<file path="config.mk">
export PLATFORM = sky130hd
export DESIGN_NAME = wildcard_pattern_classifier_unit
export DESIGN_NICKNAME = d
export VERILOG_FILES = /design/src/design/wpc_pkg.sv /design/src/design/wpc_core.sv /design/src/design/wildcard_pattern_classifier_unit.sv
export SDC_FILE = /design/constraint.sdc
export NUM_CORES = 1
export LEC_CHECK = 0
export ABC_AREA = 1
export ABC_CLOCK_PERIOD_IN_PS = 3800
export BUFFER_PORTS_ARGS = -buffer_cell sky130_fd_sc_hd__buf_2
export CAP_MARGIN = 10
export CORE_AREA = 2 2 68 135
export DETAILED_ROUTE_END_ITERATION = 7
export DIE_AREA = 0 0 70 137
export PLACE_DENSITY = 0.92
export SLEW_MARGIN = 10
export SYNTH_ARGS = -nofsm -noshare
export SYNTH_HDL_FRONTEND = slang
export SYNTH_SLANG_ARGS = --single-unit
export TNS_END_PERCENT = 100
</file>
<file path="constraint.sdc">
create_clock -name clk -period 3.8 [get_ports clk]
set_input_delay 0.19 -clock clk [delete_from_list [all_inputs] [get_ports clk]]
set_output_delay 0.19 -clock clk [all_outputs]
set_load 0.1 [all_outputs]
</file>
<file path="src/design/wpc_pkg.sv">
`timescale 1ns / 1ps
`default_nettype none
// ----------------------------------------------------------------------------
// Wildcard pattern classifier package
// Shared widths, class codes, register indexes and types.
// ----------------------------------------------------------------------------
package wpc_pkg;

  localparam int MAX_LEN = 4096;
  localparam int CNT_W   = $clog2(MAX_LEN + 1);
  localparam int MARK_W  = 7;
  localparam int CLS_W   = 3;
  localparam int IDX_W   = 2;

  localparam logic [CLS_W-1:0] CLS_TERM           = 3'd0;
  localparam logic [CLS_W-1:0] CLS_TERM_ESCAPED   = 3'd1;
  localparam logic [CLS_W-1:0] CLS_PREFIX         = 3'd2;
  localparam logic [CLS_W-1:0] CLS_PREFIX_ESCAPED = 3'd3;
  localparam logic [CLS_W-1:0] CLS_MATCH_ALL      = 3'd4;
  localparam logic [CLS_W-1:0] CLS_WILDCARD       = 3'd5;
  localparam logic [CLS_W-1:0] CLS_INVALID        = 3'd6;
  localparam logic [CLS_W-1:0] CLS_TOO_LONG       = 3'd7;

  localparam logic [IDX_W-1:0] REG_ANY_STRING = 2'd0;
  localparam logic [IDX_W-1:0] REG_ANY_CHAR   = 2'd1;
  localparam logic [IDX_W-1:0] REG_ESCAPE     = 2'd2;

  localparam logic [MARK_W-1:0] ANY_STRING_RST = 7'd37;
  localparam logic [MARK_W-1:0] ANY_CHAR_RST   = 7'd95;
  localparam logic [MARK_W-1:0] ESCAPE_RST     = 7'd92;

  typedef struct packed {
    logic [7:0] pattern_byte;
    logic       has_byte;
    logic       last;
  } item_t;

  typedef struct packed {
    logic [MARK_W-1:0] multi_mark;
    logic [MARK_W-1:0] single_mark;
    logic [MARK_W-1:0] escape;
  } marks_t;

endpackage
`default_nettype wire

</file>
<file path="src/design/wpc_core.sv">
`timescale 1ns / 1ps
`default_nettype none
// ----------------------------------------------------------------------------
// Wildcard pattern classifier core
// Per-pattern state, combinational byte update and end-of-pattern class.
// ----------------------------------------------------------------------------
module wpc_core (
  input  wire logic                      clk,
  input  wire logic                      rst,
  input  wire logic                      step,
  input  wire wpc_pkg::item_t            item,
  input  wire wpc_pkg::marks_t           marks,
  output logic [wpc_pkg::CLS_W-1:0]      class_next
);

  typedef struct packed {
    logic                      escape_pending;
    logic                      escape_seen;
    logic [wpc_pkg::CNT_W-1:0] star_total;
    logic [wpc_pkg::CNT_W-1:0] star_tail_run;
    logic [wpc_pkg::CNT_W-1:0] bytes_seen;
    logic [1:0]                continuation_left;
    logic                      wildcard_fixed;
    logic                      invalid_fixed;
    logic                      length_overflow;
  } state_t;

  localparam logic [wpc_pkg::CNT_W-1:0] MAX_CNT = wpc_pkg::CNT_W'(wpc_pkg::MAX_LEN);
  localparam logic [wpc_pkg::CNT_W-1:0] CNT_ONE = wpc_pkg::CNT_W'(1);

  state_t st;
  state_t upd;
  state_t st_next;
  logic   lead_ok;
  logic [1:0] lead_extra;
  logic [7:0] b;

  assign b = item.pattern_byte;

  // Lead byte decode: number of continuation bytes owed
  always_comb begin
    lead_ok    = 1'b1;
    lead_extra = 2'd0;
    if (b[7] == 1'b0) begin
      lead_extra = 2'd0;
    end else if (b[7:6] == 2'b10) begin
      lead_ok = 1'b0;
    end else if (b[7:5] == 3'b110) begin
      lead_extra = 2'd1;
    end else if (b[7:4] == 4'b1110) begin
      lead_extra = 2'd2;
    end else if (b[7:3] == 5'b11110) begin
      lead_extra = 2'd3;
    end else begin
      lead_ok = 1'b0;
    end
  end

  always_comb begin
    upd = st;
    if (item.has_byte) begin
      if (st.bytes_seen >= MAX_CNT) begin
        upd.length_overflow = 1'b1;
      end else begin
        upd.bytes_seen = st.bytes_seen + CNT_ONE;
        if (st.continuation_left != 2'd0) begin
          upd.continuation_left = st.continuation_left - 2'd1;
        end else if (!(st.wildcard_fixed || st.invalid_fixed)) begin
          if (!lead_ok) begin
            upd.invalid_fixed = 1'b1;
          end else begin
            upd.continuation_left = lead_extra;
            if (b == {1'b0, marks.multi_mark}) begin
              if (!st.escape_pending) begin
                upd.star_tail_run = st.star_tail_run + CNT_ONE;
                upd.star_total    = st.star_total + CNT_ONE;
              end
              upd.escape_seen    = st.escape_seen || st.escape_pending;
              upd.escape_pending = 1'b0;
            end else if (b == {1'b0, marks.single_mark}) begin
              if (!st.escape_pending) begin
                upd.wildcard_fixed = 1'b1;
              end else begin
                upd.escape_seen    = 1'b1;
                upd.star_tail_run  = '0;
                upd.escape_pending = 1'b0;
              end
            end else if (b == {1'b0, marks.escape}) begin
              upd.star_tail_run  = '0;
              upd.escape_seen    = st.escape_seen || st.escape_pending;
              upd.escape_pending = !st.escape_pending;
            end else begin
              upd.star_tail_run  = '0;
              upd.escape_pending = 1'b0;
            end
          end
        end
      end
    end
  end

  always_comb begin
    if (upd.length_overflow) begin
      class_next = wpc_pkg::CLS_TOO_LONG;
    end else if (upd.wildcard_fixed) begin
      class_next = wpc_pkg::CLS_WILDCARD;
    end else if (upd.invalid_fixed || upd.continuation_left != 2'd0) begin
      class_next = wpc_pkg::CLS_INVALID;
    end else if (upd.bytes_seen == '0) begin
      class_next = wpc_pkg::CLS_TERM;
    end else if (upd.star_total == '0) begin
      class_next = upd.escape_seen ? wpc_pkg::CLS_TERM_ESCAPED : wpc_pkg::CLS_TERM;
    end else if (upd.star_total == upd.bytes_seen) begin
      class_next = wpc_pkg::CLS_MATCH_ALL;
    end else if (upd.star_total == upd.star_tail_run) begin
      class_next = upd.escape_seen ? wpc_pkg::CLS_PREFIX_ESCAPED : wpc_pkg::CLS_PREFIX;
    end else begin
      class_next = wpc_pkg::CLS_WILDCARD;
    end
  end

  // Clear after the last byte of a pattern
  always_comb begin
    st_next = st;
    if (step) begin
      st_next = item.last ? '0 : upd;
    end
  end

  always_ff @(posedge clk) begin
    if (rst) begin
      st <= '0;
    end else begin
      st <= st_next;
    end
  end

endmodule
`default_nettype wire

</file>
<file path="src/design/wildcard_pattern_classifier_unit.sv">
`timescale 1ns / 1ps
`default_nettype none
// ----------------------------------------------------------------------------
// Wildcard pattern classifier unit
// Streams a UTF-8 wildcard pattern in byte by byte and returns its class.
// ----------------------------------------------------------------------------
// Usage:
//   Slave stream s_*: one pattern byte per transaction, tuser = has_byte,
//   tlast marks the final byte. A transaction with tuser low and tlast high
//   ends the pattern without a byte (an empty pattern if nothing came before).
//   Master stream m_*: one transaction per pattern, carrying the class code.
//   Configuration: cfg_we writes cfg_data into the mark register at cfg_index
//   (0 any-string, 1 any-char, 2 escape); write only while idle.
// Timing:
//   Each byte is registered on entry, then taken by the combinational state
//   update; one byte is taken every cycle unless a final byte is stalled.
//   Taking the last byte registers the class and raises m_tvalid.
//   A stalled receiver holds the result; non-final bytes keep flowing, and a
//   final byte waits in the input register until the result slot frees.
// Reset:
//   rst clears the pattern state and both stages and restores the marks
//   to their defaults (37, 95, 92).
// ----------------------------------------------------------------------------
module wildcard_pattern_classifier_unit (
  input  wire logic                        clk,
  input  wire logic                        rst,
  input  wire logic                        s_tvalid,
  output logic                             s_tready,
  input  wire logic [7:0]                  s_tdata,  // [7:0] pattern_byte
  input  wire logic                        s_tuser,  // [0] has_byte
  input  wire logic                        s_tlast,
  output logic                             m_tvalid,
  input  wire logic                        m_tready,
  output logic [7:0]                       m_tdata,  // [2:0] pattern_class
  input  wire logic                        cfg_we,
  input  wire logic [wpc_pkg::IDX_W-1:0]   cfg_index,
  input  wire logic [wpc_pkg::MARK_W-1:0]  cfg_data
);

  wpc_pkg::marks_t marks;
  wpc_pkg::item_t  item;
  logic            item_valid;
  logic            step;
  logic [wpc_pkg::CLS_W-1:0] class_next;
  logic [wpc_pkg::CLS_W-1:0] result;

  always_ff @(posedge clk) begin
    if (rst) begin
      marks.multi_mark  <= wpc_pkg::ANY_STRING_RST;
      marks.single_mark <= wpc_pkg::ANY_CHAR_RST;
      marks.escape      <= wpc_pkg::ESCAPE_RST;
    end else if (cfg_we) begin
      case (cfg_index)
        wpc_pkg::REG_ANY_STRING: marks.multi_mark  <= cfg_data;
        wpc_pkg::REG_ANY_CHAR:   marks.single_mark <= cfg_data;
        wpc_pkg::REG_ESCAPE:     marks.escape      <= cfg_data;
        default: ;
      endcase
    end
  end

  assign step     = item_valid && (!item.last || !m_tvalid || m_tready);
  assign s_tready = !item_valid || step;

  always_ff @(posedge clk) begin
    if (rst) begin
      item_valid <= 1'b0;
    end else if (s_tready) begin
      item_valid <= s_tvalid;
    end
  end

  always_ff @(posedge clk) begin
    if (s_tready && s_tvalid) begin
      item.pattern_byte <= s_tdata;
      item.has_byte     <= s_tuser;
      item.last         <= s_tlast;
    end
  end

  wpc_core u_core (
    .clk        (clk),
    .rst        (rst),
    .step       (step),
    .item       (item),
    .marks      (marks),
    .class_next (class_next)
  );

  always_ff @(posedge clk) begin
    if (rst) begin
      m_tvalid <= 1'b0;
    end else begin
      m_tvalid <= (step && item.last) || (m_tvalid && !m_tready);
    end
  end

  always_ff @(posedge clk) begin
    if (step && item.last) begin
      result <= class_next;
    end
  end

  assign m_tdata = {{(8 - wpc_pkg::CLS_W){1'b0}}, result};

endmodule
`default_nettype wire

</file>
# Word level (Yosys, flattened, before mapping)
# Index checks and enable logic that the tools add are counted.
dict set report totals {
  regBits 82
  inputBits 24
  out_inout_bits 10
}
dict set report classes {
  n_addsub 4
  order_cmp 1
  n_eq_ne 14
  n_mux 43
  n_reduce_logical 29
}
# cell n
set op_table {}
lappend op_table {{46-bit 2-to-1 mux} 2}
lappend op_table {{28-bit 2-to-1 mux} 3}
lappend op_table {{13-bit 2-to-1 mux} 4}
lappend op_table {{45-bit 2-to-1 mux} 1}
lappend op_table {{13-bit by 1-bit adder with 13-bit output, second input constant} 3}
lappend op_table {{13-bit equality test} 2}
lappend op_table {{13-bit logical NOT} 2}
lappend op_table {{26-bit 2-to-1 mux} 1}
lappend op_table {{8-bit by 7-bit equality test with 1-bit output} 3}
lappend op_table {{2-bit 2-to-1 mux} 11}
lappend op_table {{1-bit 2-to-1 mux} 15}
lappend op_table {{3-bit 2-to-1 mux} 5}
lappend op_table {{13-bit >= comparator, second input constant} 1}
lappend op_table {{2-bit nonzero test} 4}
lappend op_table {{1-bit logical OR} 7}
lappend op_table {{2-bit != test, second input constant} 3}
lappend op_table {{2-bit AND reduction} 3}
lappend op_table {{6-bit AND reduction} 1}
lappend op_table {{5-bit equality test, second input constant} 1}
lappend op_table {{1-bit logical NOT} 5}
lappend op_table {{2-bit equality test, second input constant} 2}
lappend op_table {{4-bit equality test, second input constant} 1}
lappend op_table {{1-bit logical AND} 4}
lappend op_table {{4-bit 2-to-1 mux} 1}
lappend op_table {{6 further kinds} 6}

# Longest topological paths before layout
dict set report depth {
  depth_word 18
  mapped_depth 22
}

# By module
# Synthesis repeated with hierarchy kept, for this count alone.
dict set report hier_totals {
  cells_unflattened 884
  area_unflattened_um2 5589.1
}
# module n_inst cells_per_inst area_per_inst_um2 seq_area_each_um2
set modules_own_cells {}
lappend modules_own_cells {wpc_core 1 733 4146.5 920.9}
lappend modules_own_cells {wildcard_pattern_classifier_unit 1 151 1442.6 850.8}

# Worst setup path before layout
# Ideal clock, no wire load.
dict set report synth_timing {
  path_type {register to register}
  start {register m_tvalid}
  end {register item[0] (netlist name)}
  setup_time_ns 0.288
  arrival_ns 2.448
  slack_ns 1.064
  path_stages_with_launch 6
  path_buffers 0
  cell_sequence {dfxtp_1 > inv_1 > nor2_1 > nand3_1 > nand2_1 > inv_1}
}
dict set report synth_between {
  elab_chain_len 6
}
# item line_no
set synth_lines {}
lappend synth_lines {{start, declared} wildcard_pattern_classifier_unit.sv:32} ;# output logic m_tvalid,
lappend synth_lines {{start signal, assigned} wildcard_pattern_classifier_unit.sv:94} ;# m_tvalid <= (step && item.last) || (m_tvalid && !m_tready);
lappend synth_lines {{1-bit logical NOT} wildcard_pattern_classifier_unit.sv:62} ;# assign step = item_valid && (!item.last || !m_tvalid || m_tready);
lappend synth_lines {{1-bit logical OR (2 in a row)} wildcard_pattern_classifier_unit.sv:62}
lappend synth_lines {{1-bit logical AND} wildcard_pattern_classifier_unit.sv:62}
lappend synth_lines {{1-bit logical OR} wildcard_pattern_classifier_unit.sv:63} ;# assign s_tready = !item_valid || step;
lappend synth_lines {{named net s_tready} wildcard_pattern_classifier_unit.sv:28} ;# output logic s_tready,
lappend synth_lines {{1-bit logical AND} wildcard_pattern_classifier_unit.sv:74} ;# if (s_tready && s_tvalid) begin
# The timed path passes the listed nets, and every way through them passes these cells.
# A chain may end at the register's enable or synchronous reset.

# Final worst setup path
dict set report layout_timing {
  start {register item[1] (netlist name)}
  end {register result[0] (netlist bit) (data pin)}
}
dict set report layout_between {
  elab_chain_len 7
  elab_cells_between_ends 15
  classes_between {eq/ne (2); mux (8); reduce/logical (5)}
}
# item line_no
set layout_lines {}
lappend layout_lines {{46-bit 2-to-1 mux *} wpc_core.sv:61} ;# if (item.has_byte) begin
lappend layout_lines {{13-bit equality test / 1-bit 2-to-1 mux (equally long branches)} {wpc_core.sv:115, wpc_core.sv:112, wpc_core.sv:116}}
lappend layout_lines {{3-bit 2-to-1 mux} wpc_core.sv:115} ;# end else if (upd.star_total == upd.star_tail_run) begin
lappend layout_lines {{3-bit 2-to-1 mux} wpc_core.sv:113} ;# end else if (upd.star_total == upd.bytes_seen) begin
lappend layout_lines {{3-bit 2-to-1 mux} wpc_core.sv:111} ;# end else if (upd.star_total == '0) begin
lappend layout_lines {{3-bit 2-to-1 mux} wpc_core.sv:109} ;# end else if (upd.bytes_seen == '0) begin
lappend layout_lines {{2-bit 2-to-1 mux} wpc_core.sv:107} ;# end else if (upd.invalid_fixed || upd.continuation_left != 2'd0) begin
lappend layout_lines {{end signal, assigned} wildcard_pattern_classifier_unit.sv:100} ;# result <= class_next;
lappend layout_lines {{end, declared} wildcard_pattern_classifier_unit.sv:45} ;# logic [wpc_pkg::CLS_W-1:0] result;
# Mark *: on every way between the ends. The rest lies on a longest branch, timed or not. The select of a mux whose other input is x is not followed.

==> flow_metrics.tcl <==
set metrics [dict create \
    grt_pass1_vias 5504 \
    ir_drop_uv 385 \
    syn2layout_area_growth_pct 8.06 \
    grt.total_usage_pct 34.1 \
    synth_top_family_by_area "simple AND/OR/NAND/NOR gates" \
    fill_cells 734 \
    period_minus_slack_ns 3.30 \
    cp_slowest_cell "edfxtp_1" \
    slew_viol_final 0 \
    p_comb_share_pct 11.5 \
    switching_share_pct 28.5 \
    drt_wl_total_mm 16.2 \
    power_frac_seq_pct 44.1 \
    cts_resized 0 \
    firstDrtPassIters 6 \
    rows 48 \
    cp_top_family "simple AND/OR/NAND/NOR gates" \
    synth_edf_count 13 \
    fin_crit_sh_pct 86.7 \
    cpPeakStageDelay_ns 0.48 \
    postSynthAreaPerCell_sq_um 6.20 \
    synthXorXnorAreaFrac_pct 3.17 \
    cellLeakagePower_uw 0.00265 \
    critPathMaxFanout 20 \
    ys_ff_latch 82 \
    path_buf_inv 1 \
    async_flop_share_pct 0 \
    fin_setup_tns_ns 0 \
    synth-main-ff-cell "dfxtp_1" \
    p_clk_share_pct 44.5 \
    yosys.area.top_type "dfxtp_1" \
    yosys_warnings 0 \
    worstPathRequired_ns 3.90 \
    hold_buffers 0 \
    clock-sinks 82 \
    grt_pass1_wl_mm 25.3 \
    gp_congestion 1.01 \
    p_per_area_mw_per_mm2 354 \
    critPathCaptureType "flip-flop" \
    synthAdderAreaFrac_pct 1.14 \
    timing.max_cap.violations 0 \
    synth_compound_area_share_pct 10.9 \
    die_h_um 137 \
    cts_tree "done" \
    drcViolationCount 0 \
    antenna_found_initial 0 \
    max_freq_mhz 303 \
    setup_viol 0 \
    finalNetCount 928 \
    clk_latency_ns 0.35 \
    port_buffers 28 \
    cts_setup_buffers 0 \
    dp_hpwl_mm 12.0 \
    netlist-cell-type-count 45 \
    numCtsBuffers 9 \
    hold_class "primary input to flip-flop" \
    wl_per_cell_um 16.1 \
    cp_common_cell "nand2_1" \
    tightest_slew_ns 0.866 \
    internal-power_uw 1500 \
    clockBufferDepth 2 \
    placedCellCount 988 \
    skew_ns 0.00781 \
    synth_top_area_share_pct 25.2 \
    die_area_sq_mm 0.00959 \
    die_w_um 70 \
    initial_utilization_pct 64.3 \
    status "finished, final reports clean" \
    critPathKind "flip-flop to flip-flop" \
    grt_max_degree 45 \
    syn_inst 884 \
    synth_mux_area_share_pct 0 \
    cp_cell_sequence "nand2_2, nor2_2, nand2_1, inv_2, nand2_2, nand2_1, nand2_1, nand2_1, nand2_1, nor2_1, nand3_1, o21ai_1, nand2_1, nand2_1, nand2_1" \
    p_sw_uw 596 \
    fin_cells 1004 \
    syn_area_sq_mm 0.00548 \
    coreArea_sq_mm 0.00853 \
    synthTopCellsByArea "dfxtp_1 25%, nand2_1 21%, edfxtp_1 7.1%" \
    drive_gt1_share_pct 10.5 \
    detail-route-antenna-nets 0 \
    rsz0062_at_grt "no" \
    antenna_cells 0 \
    cts-root-buf "clkbuf_16" \
    critPathArrivalTime_ns 3.40 \
    vias_per_cell 5.94 \
    routed-via-count 5967 \
    relSlewSlack_pct 41.8 \
    grt_overflow 0 \
    drtIter0Drc 640 \
    htree_levels 3 \
    finalHoldViolations 0 \
    clk_pin_slew_worst_paths_ns 0.07 \
    synth_simple_gate_area_share_pct 41.0 \
    critPathLaunchType "flip-flop" \
    yosysSeqAreaShare_pct 32.3 \
    io_pins 34 \
]
worst paths after layout:
| path | startpoint | to | slack [ns] | cells past startpoint |
|---|---|---|---|---|
| max | item[1] | result[0] | 0.50 | 15 |
| min reg2reg | marks[15] | marks[15] | 0.48 | 2 |
| max reg2reg | item[1] | result[0] | 0.50 | 15 |
| min | s_tdata[7] | item[9] | 0.01 | 1 |
cells in the mapped netlist, types with 2 or more instances:
master    instances
inv_2            18
nor2_1           69
edfxtp_1         13
a211oi_1          2
or2_2             2
nor3_1           13
ha_1              5
nand3_1          71
dfxtp_1          69
buf_4             6
o21ai_0          20
nand2_2          11
o41ai_1           2
xor2_1           12
o22ai_1           4
clkbuf_1         16
a21oi_1          57
nand3b_1          2
o211ai_1         11
xnor2_1           6
nor2_2            6
buf_2             5
inv_1            99
o21ai_1           3
buf_6             3
nand4_1          26
nand3_2           2
nand2_1         314
placed cells by master, fill, tap and decap left out, types with 2 or more instances in the layout:
cell	instances
nand3b_1	2
a211oi_1	2
a21oi_1	57
nand2_1	314
o22ai_1	4
nor2_2	7
o41ai_1	2
nor2_1	68
clkinv_4	2
xor2_1	12
edfxtp_1	13
ha_1	5
o21ai_0	20
xnor2_1	6
inv_2	18
or2_2	2
dfxtp_1	69
nor3_1	13
inv_1	99
nand2_2	11
clkbuf_16	9
buf_4	4
buf_2	28
nand3_2	2
conb_1	5
o21ai_1	3
o211ai_1	11
nand4_1	26
nand3_1	71
inv_6	2
layout make-up:
class	instances	area (sq um)	share of cell area, %
multi-input cells	657	3110	52.4
inverters	117	439	7.41
clock inverters	6	72.6	1.22
clock buffers	10	239	4.03
flip-flops and latches	82	1770	29.9
well taps	100	125	2.11
repair buffers	32	170	2.87
per-layer routing:
metal / share of wire (%) / vias up / global-route usage (%)
li1: - / 2855 / -
met1: 33 / 2692 / 31.9
met2: 53 / 295 / 63.1
met3: 4.6 / 125 / 5.08
met4: 9.2 / 0 / 29.6
met5: 0 / - / 0
power groups by stage:
stage               logic [uW]  clock network, uW  registers (uW)
floorplan                  167                  0             947
global placement           229                  0             942
detailed placement         231                  0             942
CTS                        233                920             923
global route               258                960             925
finish                     240                932             923
state kept, by name (all words and copies together), names as in the netlist:
register and flops:
item 10, item_valid 1, m_tvalid 1, marks 21, result 3, u_core.st 46
stage by stage:
step | total power (uW) | hold slack [ns] | worst slack, ns | area, sq um | util (%)
6_report | 2100 | 0.0134 | 0.505 | 5920 | 69.5
3_3_place_gp | 1170 | 0.366 | 0.677 | 5610 | 65.8
2_1_floorplan | 1110 | 0.289 | 1.06 | 5500 | -
3_5_place_dp | 1170 | 0.368 | 0.709 | 5610 | 65.8
5_1_grt | 2140 | 0.0112 | 0.313 | 5920 | 69.5
4_1_cts | 2080 | 0.0164 | 0.680 | 5920 | 69.5
kinds of logic (layout without fill, tap and decap cells):
| group | after synthesis | after routing |
|---|---|---|
| flip-flops | 82 | 82 |
| AO/OA/AOI/OAI | 106 | 106 |
| XOR/XNOR | 19 | 19 |
| buffers and inverters | 149 | 165 |
| AND/OR/NAND/NOR | 522 | 522 |
| other | 1 | 5 |
| adder cells (fa/ha/maj) | 5 | 5 |
worst register-to-register path, cell delays in order (launching register included):
cell	delay (ns)
edfxtp_1	0.48
nand2_2	0.22
nor2_2	0.20
nand2_1	0.31
inv_2	0.45
nand2_2	0.27
nand2_1	0.14
nand2_1	0.08
nand2_1	0.07
nand2_1	0.09
nor2_1	0.11
nand3_1	0.23
o21ai_1	0.20
nand2_1	0.07
nand2_1	0.08
nand2_1	0.05
(Power assumes the default switching activity.)
